$ cat config.mk
export PLATFORM = sky130hd
export DESIGN_NAME = ipv4_rx_header_filter_top
export DESIGN_NICKNAME = d
export VERILOG_FILES = /design/src/rtl/iprx_pkg.sv /design/src/rtl/iprx_front.sv /design/src/rtl/iprx_queue.sv /design/src/rtl/iprx_back.sv /design/src/rtl/ipv4_rx_header_filter_top.sv
export SDC_FILE = /design/constraint.sdc
export NUM_CORES = 1
export LEC_CHECK = 0
export BUFFER_PORTS_ARGS = -buffer_cell sky130_fd_sc_hd__clkbuf_2
export CORE_MARGIN = 1
export CORE_UTILIZATION = 55
export DETAILED_ROUTE_END_ITERATION = 10
export PLACE_DENSITY = 0.81
export SYNTH_ARGS = -nofsm -noshare
export SYNTH_HDL_FRONTEND = slang
export SYNTH_SLANG_ARGS = --single-unit
export TNS_END_PERCENT = 10
$ cat constraint.sdc
create_clock -name clk -period 10.2 [get_ports clk]
set_input_delay 2.04 -clock clk [delete_from_list [all_inputs] [get_ports clk]]
set_output_delay 2.04 -clock clk [all_outputs]
set_load 0.005 [all_outputs]
$ cat src/rtl/iprx_pkg.sv
package iprx_pkg;

  typedef struct packed {
    logic [7:0] data_byte;
    logic       last_byte;
  } rx_byte_t;

  typedef enum logic [2:0] {
    VERDICT_ICMP        = 3'd0,
    VERDICT_UDP         = 3'd1,
    VERDICT_TCP         = 3'd2,
    VERDICT_FRAME_SHORT = 3'd3,
    VERDICT_BAD_IHL     = 3'd4,
    VERDICT_BAD_TOTAL   = 3'd5,
    VERDICT_NOT_OURS    = 3'd6,
    VERDICT_IGNORED     = 3'd7
  } verdict_t;

  typedef struct packed {
    verdict_t    verdict;
    logic [5:0]  payload_offset;
    logic [15:0] payload_length;
  } rx_result_t;

  typedef struct packed {
    logic [15:0] frame_length;
    logic [3:0]  header_words;
    logic [15:0] total_length;
    logic [7:0]  protocol_number;
    logic [31:0] destination_address;
  } frame_summary_t;

  localparam logic [15:0] COUNT_MAX       = 16'hFFFF;
  localparam logic [15:0] IDX_VER_IHL     = 16'd0;
  localparam logic [15:0] IDX_LEN_HI      = 16'd2;
  localparam logic [15:0] IDX_LEN_LO      = 16'd3;
  localparam logic [15:0] IDX_PROTO       = 16'd9;
  localparam logic [15:0] IDX_DST_FIRST   = 16'd16;
  localparam logic [15:0] IDX_DST_LAST    = 16'd19;
  localparam logic [7:0]  IHL_MASK        = 8'h0F;
  localparam logic [15:0] MIN_FRAME_BYTES = 16'd20;
  localparam logic [3:0]  MIN_IHL         = 4'd5;
  localparam logic [5:0]  MIN_HDR_BYTES   = 6'd20;
  localparam logic [31:0] BROADCAST_ADDR  = 32'hFFFFFFFF;
  localparam logic [7:0]  PROTO_ICMP      = 8'd1;
  localparam logic [7:0]  PROTO_TCP       = 8'd6;
  localparam logic [7:0]  PROTO_UDP       = 8'd17;
  localparam logic [15:0] ICMP_MIN        = 16'd8;
  localparam logic [15:0] UDP_MIN         = 16'd8;
  localparam logic [15:0] TCP_MIN         = 16'd20;

endpackage

$ cat src/rtl/iprx_front.sv
module iprx_front (
  input  logic                    clk,
  input  logic                    rst,
  input  logic                    in_valid,
  input  iprx_pkg::rx_byte_t      in_data,
  output logic                    in_stall,
  input  logic                    queue_full,
  output logic                    push,
  output iprx_pkg::frame_summary_t push_data
);
  import iprx_pkg::*;

  logic [15:0] byte_count;
  logic [15:0] count_inc;
  logic [3:0]  header_words;
  logic [3:0]  header_words_next;
  logic [15:0] total_length;
  logic [15:0] total_length_next;
  logic [7:0]  protocol_number;
  logic [7:0]  protocol_number_next;
  logic [31:0] destination_address;
  logic [31:0] destination_address_next;
  logic        accept;

  assign in_stall = queue_full;
  assign accept   = in_valid && !in_stall;
  assign count_inc = (byte_count == COUNT_MAX) ? COUNT_MAX : byte_count + 16'd1;

  always_comb begin
    header_words_next        = header_words;
    total_length_next        = total_length;
    protocol_number_next     = protocol_number;
    destination_address_next = destination_address;
    case (byte_count)
      IDX_VER_IHL: begin
        header_words_next = 4'(in_data.data_byte & IHL_MASK);
      end
      IDX_LEN_HI: begin
        total_length_next = {in_data.data_byte, total_length[7:0]};
      end
      IDX_LEN_LO: begin
        total_length_next = {total_length[15:8], in_data.data_byte};
      end
      IDX_PROTO: begin
        protocol_number_next = in_data.data_byte;
      end
      default: begin
      end
    endcase
    if (byte_count inside {[IDX_DST_FIRST:IDX_DST_LAST]}) begin
      destination_address_next = {destination_address[23:0], in_data.data_byte};
    end
  end

  always_ff @(posedge clk) begin
    if (rst) begin
      byte_count <= '0;
    end else if (accept) begin
      byte_count <= in_data.last_byte ? '0 : count_inc;
    end
  end

  always_ff @(posedge clk) begin
    if (accept) begin
      header_words        <= header_words_next;
      total_length        <= total_length_next;
      protocol_number     <= protocol_number_next;
      destination_address <= destination_address_next;
    end
  end

  assign push = accept && in_data.last_byte;

  always_comb begin
    push_data.frame_length        = count_inc;
    push_data.header_words        = header_words_next;
    push_data.total_length        = total_length_next;
    push_data.protocol_number     = protocol_number_next;
    push_data.destination_address = destination_address_next;
  end

  // A frame that has ended leaves the counter ready for the next one.
  assert property (@(posedge clk) disable iff (rst)
    (accept && in_data.last_byte) |=> (byte_count == '0))
    else $error("byte count not cleared after final byte");

endmodule

$ cat src/rtl/iprx_queue.sv
module iprx_queue #(
  parameter int DEPTH = 2
) (
  input  logic                     clk,
  input  logic                     rst,
  input  logic                     push,
  input  iprx_pkg::frame_summary_t push_data,
  input  logic                     pop,
  output logic                     head_valid,
  output iprx_pkg::frame_summary_t head_data,
  output logic                     full
);
  import iprx_pkg::*;

  localparam int PTR_W = (DEPTH > 1) ? $clog2(DEPTH) : 1;
  localparam int CNT_W = $clog2(DEPTH + 1);

  frame_summary_t entries [DEPTH];
  logic [PTR_W-1:0] wr_ptr;
  logic [PTR_W-1:0] rd_ptr;
  logic [CNT_W-1:0] count;

  assign full       = (count == CNT_W'(DEPTH));
  assign head_valid = (count != '0);
  assign head_data  = entries[rd_ptr];

  always_ff @(posedge clk) begin
    if (rst) begin
      wr_ptr <= '0;
      rd_ptr <= '0;
      count  <= '0;
    end else begin
      if (push) begin
        wr_ptr <= (wr_ptr == PTR_W'(DEPTH - 1)) ? '0 : wr_ptr + 1'b1;
      end
      if (pop) begin
        rd_ptr <= (rd_ptr == PTR_W'(DEPTH - 1)) ? '0 : rd_ptr + 1'b1;
      end
      if (push && !pop) begin
        count <= count + 1'b1;
      end else if (pop && !push) begin
        count <= count - 1'b1;
      end
    end
  end

  always_ff @(posedge clk) begin
    if (push) begin
      entries[wr_ptr] <= push_data;
    end
  end

  assert property (@(posedge clk) disable iff (rst) count <= CNT_W'(DEPTH))
    else $error("queue count exceeds depth");

  assert property (@(posedge clk) disable iff (rst) !(push && full))
    else $error("push into full queue");

  assert property (@(posedge clk) disable iff (rst) !(pop && !head_valid))
    else $error("pop from empty queue");

endmodule

$ cat src/rtl/iprx_back.sv
module iprx_back (
  input  logic                     clk,
  input  logic                     rst,
  input  logic                     cfg_write_enable,
  input  logic [31:0]              cfg_write_data,
  input  logic                     head_valid,
  input  iprx_pkg::frame_summary_t head_data,
  output logic                     pop,
  output logic                     out_valid,
  output iprx_pkg::rx_result_t     out_data,
  input  logic                     out_stall
);
  import iprx_pkg::*;

  logic [31:0] local_address;
  logic [5:0]  header_bytes;
  logic [15:0] payload_len;
  rx_result_t  result;
  logic        out_valid_next;
  logic        accepted_type;

  always_ff @(posedge clk) begin
    if (rst) begin
      local_address <= '0;
    end else if (cfg_write_enable) begin
      local_address <= cfg_write_data;
    end
  end

  assign header_bytes = {head_data.header_words, 2'b00};
  assign payload_len  = head_data.total_length - {10'd0, header_bytes};

  always_comb begin
    result.verdict        = VERDICT_IGNORED;
    result.payload_offset = '0;
    result.payload_length = '0;
    if (head_data.frame_length < MIN_FRAME_BYTES) begin
      result.verdict = VERDICT_FRAME_SHORT;
    end else if (head_data.header_words < MIN_IHL) begin
      result.verdict = VERDICT_BAD_IHL;
    end else if (head_data.total_length < {10'd0, header_bytes} ||
                 head_data.total_length > head_data.frame_length) begin
      result.verdict = VERDICT_BAD_TOTAL;
    end else if (head_data.destination_address != local_address &&
                 head_data.destination_address != BROADCAST_ADDR) begin
      result.verdict = VERDICT_NOT_OURS;
    end else if (head_data.protocol_number == PROTO_ICMP && payload_len >= ICMP_MIN) begin
      result.verdict        = VERDICT_ICMP;
      result.payload_offset = header_bytes;
      result.payload_length = payload_len;
    end else if (head_data.protocol_number == PROTO_UDP && payload_len >= UDP_MIN) begin
      result.verdict        = VERDICT_UDP;
      result.payload_offset = header_bytes;
      result.payload_length = payload_len;
    end else if (head_data.protocol_number == PROTO_TCP && payload_len >= TCP_MIN) begin
      result.verdict        = VERDICT_TCP;
      result.payload_offset = header_bytes;
      result.payload_length = payload_len;
    end
  end

  assign pop            = head_valid && (!out_valid || !out_stall);
  assign out_valid_next = pop || (out_valid && out_stall);

  always_ff @(posedge clk) begin
    if (rst) begin
      out_valid <= 1'b0;
    end else begin
      out_valid <= out_valid_next;
    end
  end

  always_ff @(posedge clk) begin
    if (pop) begin
      out_data <= result;
    end
  end

  assign accepted_type = (out_data.verdict == VERDICT_ICMP) ||
                         (out_data.verdict == VERDICT_UDP) ||
                         (out_data.verdict == VERDICT_TCP);

  // A delivered packet always carries at least a minimal header.
  assert property (@(posedge clk) disable iff (rst)
    (out_valid && accepted_type) |-> (out_data.payload_offset >= MIN_HDR_BYTES))
    else $error("delivered packet with short header offset");

  assert property (@(posedge clk) disable iff (rst)
    (out_valid && !accepted_type) |->
      (out_data.payload_offset == '0 && out_data.payload_length == '0))
    else $error("rejected packet with nonzero payload fields");

endmodule

$ cat src/rtl/ipv4_rx_header_filter_top.sv
// IPv4 receive header filter.
// The input channel takes one byte of an IPv4 packet per request, starting
// at the first header byte, with last_byte set on the final byte of the frame.
// The output channel gives one request per frame: the verdict, the payload
// offset and the payload length. The local address register is written
// through cfg_write_enable and cfg_write_data; the user must write it only
// while no frame is in flight, as the block itself does not enforce this.
// Throughput is one byte per clock for as long as the summary queue has room.
// A frame summary enters the queue on the edge that takes the final byte, and
// its result is registered from the queue head when the output is free.
// The queue holds QUEUE_DEPTH frame summaries between the byte capture and the
// checking stage; while the receiver stalls, results wait in the output
// register and the queue, and once the queue is full the input is stalled.
// Synchronous reset clears the byte counter, the queue, the output valid and
// the local address, which becomes zero.
module ipv4_rx_header_filter_top #(
  parameter int QUEUE_DEPTH = 2
) (
  input  logic                 clk,
  input  logic                 rst,
  input  logic                 cfg_write_enable,
  input  logic [31:0]          cfg_write_data,
  input  logic                 in_valid,
  input  iprx_pkg::rx_byte_t   in_data,
  output logic                 in_stall,
  output logic                 out_valid,
  output iprx_pkg::rx_result_t out_data,
  input  logic                 out_stall
);
  import iprx_pkg::*;

  logic           queue_full;
  logic           push;
  frame_summary_t push_data;
  logic           pop;
  logic           head_valid;
  frame_summary_t head_data;

  iprx_front u_front (
    .clk        (clk),
    .rst        (rst),
    .in_valid   (in_valid),
    .in_data    (in_data),
    .in_stall   (in_stall),
    .queue_full (queue_full),
    .push       (push),
    .push_data  (push_data)
  );

  iprx_queue #(
    .DEPTH (QUEUE_DEPTH)
  ) u_queue (
    .clk        (clk),
    .rst        (rst),
    .push       (push),
    .push_data  (push_data),
    .pop        (pop),
    .head_valid (head_valid),
    .head_data  (head_data),
    .full       (queue_full)
  );

  iprx_back u_back (
    .clk              (clk),
    .rst              (rst),
    .cfg_write_enable (cfg_write_enable),
    .cfg_write_data   (cfg_write_data),
    .head_valid       (head_valid),
    .head_data        (head_data),
    .pop              (pop),
    .out_valid        (out_valid),
    .out_data         (out_data),
    .out_stall        (out_stall)
  );

endmodule
==> impl_metrics.yaml, run 1 <==
logic_synthesis:
  yosysTopAreaCell: "edfxtp_1"
  ys_types: 56
  synth_area_leaders: "edfxtp_1 55%, dfxtp_1 8.4%, mux2i_1 7.0%, mux2_2 5.0%, xnor2_1 3.1%"
  async_reset_ff_share_pct: 0
  synth-edff-count: 235
  ys_seq_area_share_pct: 63.1
  synth-compound-area-share_pct: 5.66
  synth-seq-cells: 289
  synth_fa_ha_area_share_pct: 2.58
  synth.area.mux_share_pct: 12.0
  synthSimpleGateAreaFrac_pct: 10.4
  synth_cells: 942
  synth_xor_xnor_area_share_pct: 3.67
  syn-cell-area_sq_mm: 0.0129
  ys.flop_type: "edfxtp_1"
  synth.top_cell.area_share_pct: 54.8
  synth_warnings: 0
  avgSynthCellArea_sq_um: 13.7
  synth_top_family_by_area: "multiplexers"
drt:
  first_pass_iters: 5
  wl_met3_mm: 1.90
  drt-wirelength-per-cell_microns: 18.9
  num_vias: 7710
  top_layer: "met4"
  drtIter0Drc: 619
  drc_errors: 0
  avgViaCountPerCell: 5.75
  wl_mm: 25.4
  wl_met1_mm: 11.9
  antenna_left: 0
  dr_wl_met2_mm: 11.0
sta:
  clock-skew-final_ns: 0.00839
  hold_viol: 0
  clock.fmax_ghz: 0.222
  worst_slew_pin_slew_ns: 1.04
  final-max-slew-violation-count: 0
  min_period_over_period_pct: 44.2
  finalSetupViolCount: 0
  fin_tns_setup_ns: 0
  fin_crit_ns: 4.50
  slew_headroom_pct: 30.6
  rsz0062_at_grt: "false"
  fin_ws_ns: 5.70
worst_setup_path:
  cp.arrival_ns: 4.65
  start_kind: "primary input"
  required_ns: 10.35
  cp_num_cells: 7
  critPathKind: "in2reg"
  reg2regPathDepth: 11
  end_kind: "register"
  crit_fanout: 76
  critPathBufInv: 4
  cp_top_family: "buffers and inverters"
  slowest_stage: "buf_4"
  cp_cell_sequence: "clkbuf_2, nand2_1, inv_2, buf_4, nand2_1, nor2_4, buf_4"
  slowest_delay_ns: 0.80
clock_tree:
  cts_inserted_buffers: 28
  cts_tree: "built"
  h-tree-depth: 1
  cts_resized: 0
  hold_buffers: 0
  clock-root-buffer: "clkbuf_16"
  post_cts_buffers: 0
  clkTransAtPathRegs_ns: 0.06
  clkLatencyLatePin_ns: 0.53
  cts.sinks: 289
  clockBufferDepth: 3
outcome:
  status: "finished clean"
layout:
  fillers: 1660
  multi_input_area_sq_mm: 0.00443
  fin_util_pct: 63.0
  syn2layout_area_growth_pct: 11.4
  final_common_cell: "edfxtp_1"
  drive_gt1_share_pct: 20.5
  final_nets: 1078
  fin_area_sq_mm: 0.0144
  final_cell_mix: "235 x edfxtp_1, 90 x mux2i_1, 82 x nor2_1"
  antennaDiodeCount: 0
  seq_area_sq_mm: 0.00814
  stdcell_count: 1340
placed_design:
  gp_congestion: 0.853
  placed_cell_area_sq_mm: 0.0134
  dp_slack_ns: 5.12
  numPortBuffers: 70
  dp.cells: 1289
  dp_hpwl_mm: 17.2
hold_path:
  hold_depth: 2
  hp-class: "reg2reg"
run:
  cap_violations: 0
die:
  initial_core_util_pct: 56.6
  core.rowCount: 55
  die_area_sq_mm: 0.0240
  core_area_sq_mm: 0.0228
  fp.dieW_microns: 155
  ioPinCount: 73
  die_h_microns: 155
power:
  p_leak_nw: 4.93
  powerDensity_mw_per_mm2: 220
  vdd_drop_max_mv: 0.129
global_route:
  grt_max_degree: 77
  grt_use_total_pct: 21.3
  grt_pass1_vias: 7424
  grt_remaining_overflow: 0
  antenna_found_initial: 0
  grt_pass1_wl_mm: 39.7
[synthesized netlist by cell type (3+ instances only)]
cell	n
a21oi_1	27
a22o_1	16
a22oi_1	10
a31oi_1	8
and3_1	6
buf_1	5
buf_2	4
buf_4	3
buf_6	7
clkbuf_1	24
dfxtp_1	54
edfxtp_1	235
ha_1	25
inv_1	15
mux2_2	57
mux2i_1	90
nand2_1	43
nand2b_1	6
nand3_1	22
nand4_1	21
nor2_1	83
nor2b_1	12
nor3_1	16
nor3_2	15
nor3b_2	3
nor4_1	13
o21a_1	4
o21ai_0	22
o22ai_1	4
or3_1	7
xnor2_1	46
xor2_1	8
[sequential cells by signal, summed over array words and instances (netlist names), named ones only]
register / cells
u_back.out_data: 23
u_queue.wr_ptr: 1
u_front.destination_address: 32
u_queue.rd_ptr: 1
u_front.protocol_number: 8
u_queue.count: 2
u_queue.entries: 152
u_front.total_length: 16
u_back.out_valid: 1
u_front.byte_count: 16
u_front.header_words: 4
u_back.local_address: 32
[worst reg2reg max path, delay by kind of cell, from the launching register on]
kind,cells,cell delay [ns]
AOI/OAI and AO/OA,4,0.82
adders and majority gates,1,0.35
buffers and inverters,1,0.34
DFF,1,0.80
muxes,1,0.47
and+or+nand+nor,4,0.92
[report_power, final]
part	leakage [nW]	switching [mW]	internal (mW)
clock network	0.454	0.422	0.600
registers	2.42	0.0696	1.45
logic	2.06	0.369	0.244
total	4.93	0.860	2.30
[layout make-up]
class	instances	area share, %
repair buffers	78	2.86
flip-flops and latches	289	56.7
clock inverters	12	0.767
clock buffers	39	5.61
multi-input cells	593	30.9
inverters	16	0.418
well taps	313	2.73
[through the flow]
stage,hold slack (ns),power [mW]
6_report,0.505,3.16
5_1_grt,0.543,3.29
4_1_cts,0.507,3.16
3_5_place_dp,0.490,2.15
3_3_place_gp,0.491,2.13
2_1_floorplan,0.471,1.98
[final timing paths]
| kind | slack (ns) | start | endpoint |
|---|---|---|---|
| worst min-delay path | 0.51 | u_back.out_valid$_SDFF_PP0_ | u_back.out_valid$_SDFF_PP0_ |
| worst max-delay path | 5.70 | in_valid | u_queue.entries[0][20]$_DFFE_PP_ |
| worst max register to register | 6.23 | register | u_back.out_data[8]$_SDFFCE_PP0P_ |
| worst min register to register | 0.51 | u_back.out_valid$_SDFF_PP0_ | u_back.out_valid$_SDFF_PP0_ |
[logic make-up (layout without fill, tap and decap cells)]
family                   after synthesis  after routing
XOR/XNOR                              54             54
other                                  1              2
multiplexers                         147            147
adder cells (fa/ha/maj)               26             26
buffers and inverters                 61            145
AO/OA/AOI/OAI                        108            108
flip-flops                           289            289
AND/OR/NAND/NOR                      256            256
[routing by layer]
metal,vias to the layer above,GRT usage [%]
met3,53,4.48
met1,3721,31.5
met5,-,0
li1,3656,-
met4,0,5.80
met2,280,32.1
Note: power is estimated with default switching activity, not from simulation.
==> run 2, diff against run 1 <==
--- a/config.mk
+++ b/config.mk
@@ -9,7 +9,7 @@
 export CORE_MARGIN = 1
 export CORE_UTILIZATION = 55
 export DETAILED_ROUTE_END_ITERATION = 10
-export PLACE_DENSITY = 0.81
+export PLACE_DENSITY = 0.84
 export SYNTH_ARGS = -nofsm -noshare
 export SYNTH_HDL_FRONTEND = slang
 export SYNTH_SLANG_ARGS = --single-unit
==> constraint.sdc (replaced) <==
create_clock -name clk -period 4.05 [get_ports clk]
set_input_delay 0.81 -clock clk [delete_from_list [all_inputs] [get_ports clk]]
set_output_delay 0.81 -clock clk [all_outputs]
set_load 0.005 [all_outputs]
==> impl_metrics.yaml, run 2 (synthesized netlist as in run 1, its figures left out) <==
clock_tree:
  h-tree-depth: 1
  cts_inserted_buffers: 29
  clockBufferDepth: 3
  clock-root-buffer: "clkbuf_16"
  hold_buffers: 0
  post_cts_buffers: 0
  cts_resized: 0
  clkLatencyLatePin_ns: 0.54
  cts.sinks: 289
  clkTransAtPathRegs_ns: 0.06
  cts_tree: "built"
layout:
  stdcell_count: 1346
  final_common_cell: "edfxtp_1"
  final_cell_mix: "235 x edfxtp_1, 90 x mux2i_1, 82 x nor2_1"
  antennaDiodeCount: 0
  syn2layout_area_growth_pct: 11.9
  largestRegisters: "u_queue.entries (152), u_back.local_address (32), u_front.destination_address (32)"
  largest_register: "u_queue.entries"
  largest_reg_flops: 152
  drive_gt1_share_pct: 20.8
  fillers: 1602
  final_nets: 1082
worst_setup_path:
  critPathKind: "reg2reg"
  cp.arrival_ns: 3.93
  reg2regPathDepth: 11
  end_kind: "register"
  slowest_delay_ns: 0.58
  rr_endpoint: "u_back.out_data[6]$_SDFFCE_PP0P_"
  required_ns: 4.33
  start_kind: "register"
  cp_cell_sequence: "mux2_2, ha_1, nor2b_1, o21a_1, or4_4, nor3_2, o2111ai_1, o21a_1, o2111ai_2, buf_12, nor3_2"
  slowest_stage: "dfxtp_4"
  crit_fanout: 28
  rrSetupSlack_ns: 0.40
hold_path:
  hp-class: "reg2reg"
  hold_depth: 2
  min_from: "u_back.out_valid$_SDFF_PP0_"
  hold_end: "u_back.out_valid$_SDFF_PP0_"
global_route:
  grt_max_degree: 77
  grt_use_total_pct: 22.1
  grt_pass1_vias: 7542
  antenna_found_initial: 0
  grt_remaining_overflow: 0
  grt_pass1_wl_mm: 41.0
sta:
  clock-skew-final_ns: 0.0107
  min_period_over_period_pct: 90.1
  clock.fmax_ghz: 0.274
  finalSetupViolCount: 0
  slew_headroom_pct: 32.7
  final-max-slew-violation-count: 0
  fin_crit_ns: 3.65
  hold_viol: 0
  worst_slew_pin_slew_ns: 1.01
  fin_tns_setup_ns: 0
  rsz0062_at_grt: "false"
  holdWs_ns: 0.499
drt:
  dr_wl_met2_mm: 11.8
  top_layer: "met4"
  drt-wirelength-per-cell_microns: 19.6
  first_pass_iters: 5
  avgViaCountPerCell: 5.80
  drtIter0Drc: 716
  wl_met3_mm: 2.06
  wl_met1_mm: 12.0
  antenna_left: 0
  wl_mm: 26.4
  drc_errors: 0
  num_vias: 7813
placed_design:
  gp_congestion: 0.888
  dp_hpwl_mm: 17.6
  dp.cells: 1292
  numPortBuffers: 70
power:
  p_total_mw: 7.98
  powerDensity_mw_per_mm2: 553
  vdd_drop_max_mv: 0.410
  p_leak_nw: 4.95
die:
  die_area_sq_mm: 0.0240
  core.rowCount: 55
  die_h_microns: 155
  ioPinCount: 73
  fp.dieW_microns: 155
  core_area_sq_mm: 0.0228
  initial_core_util_pct: 56.6
run:
  cap_violations: 0
outcome:
  status: "finished clean"
## run 2: cell count changes in the layout (fill, tap and decap cells not counted), sizes merged
| cell | change |
|---|---|
| clkinv | +3 |
| buf | +3 |
| clkinvlp | +3 |
| clkbuf | -6 |
| inv | +3 |
## run 2: how the worst max path moves through the flow
stage	start	endpoint	slack (ns)	depth (start not counted)
floorplan	register	u_back.out_data[5]$_SDFFCE_PP0P_	0.13	15
global placement	register	u_back.out_data[1]$_SDFFCE_PP0P_	0.47	11
detailed placement	register	u_back.out_data[6]$_SDFFCE_PP0P_	0.43	11
CTS	register	u_back.out_data[6]$_SDFFCE_PP0P_	0.40	11
global route	register	u_back.out_data[8]$_SDFFCE_PP0P_	0.18	11
finish	register	u_back.out_data[6]$_SDFFCE_PP0P_	0.40	11
## run 2: routing by layer
metal	vias up	global-route usage, %
met2	313	34.3
met4	0	5.47
met5	-	0
met1	3784	32.2
li1	3667	-
met3	49	4.21
## run 2: layout make-up
| type | instances | area [sq um] | area share, % |
|---|---|---|---|
| Sequential cell | 289 | 8140 | 56.5 |
| Inverter | 16 | 63.8 | 0.443 |
| Tap cell | 313 | 392 | 2.72 |
| Multi-Input combinational cell | 593 | 4430 | 30.7 |
| Clock inverter | 21 | 179 | 1.24 |
| Timing Repair Buffer | 81 | 470 | 3.26 |
| Clock buffer | 33 | 741 | 5.14 |
## run 2: power breakdown
group | switching, mW | internal, mW | total, mW
Sequential | 0.151 | 3.66 | 3.81
Combinational | 0.981 | 0.626 | 1.61
Clock | 1.11 | 1.45 | 2.56
Total | 2.24 | 5.73 | 7.98
## run 2: worst max-delay path, delay by kind of cell (launching register included)
family	cells	cell delay, ns
mux	1	0.41
flops	1	0.58
compound gates	4	0.92
simple gates	4	0.88
buf+inv	1	0.22
fa+ha+maj	1	0.35
## run 2: stage by stage
stage | area [sq um] | utilization, % | setup slack [ns]
after floorplan | 12900 | - | 0.130
after global placement | 13500 | 59.3 | 0.468
after detailed placement | 13500 | 59.3 | 0.434
after CTS | 14400 | 63.3 | 0.396
after global routing | 14400 | 63.3 | 0.178
final | 14400 | 63.3 | 0.402
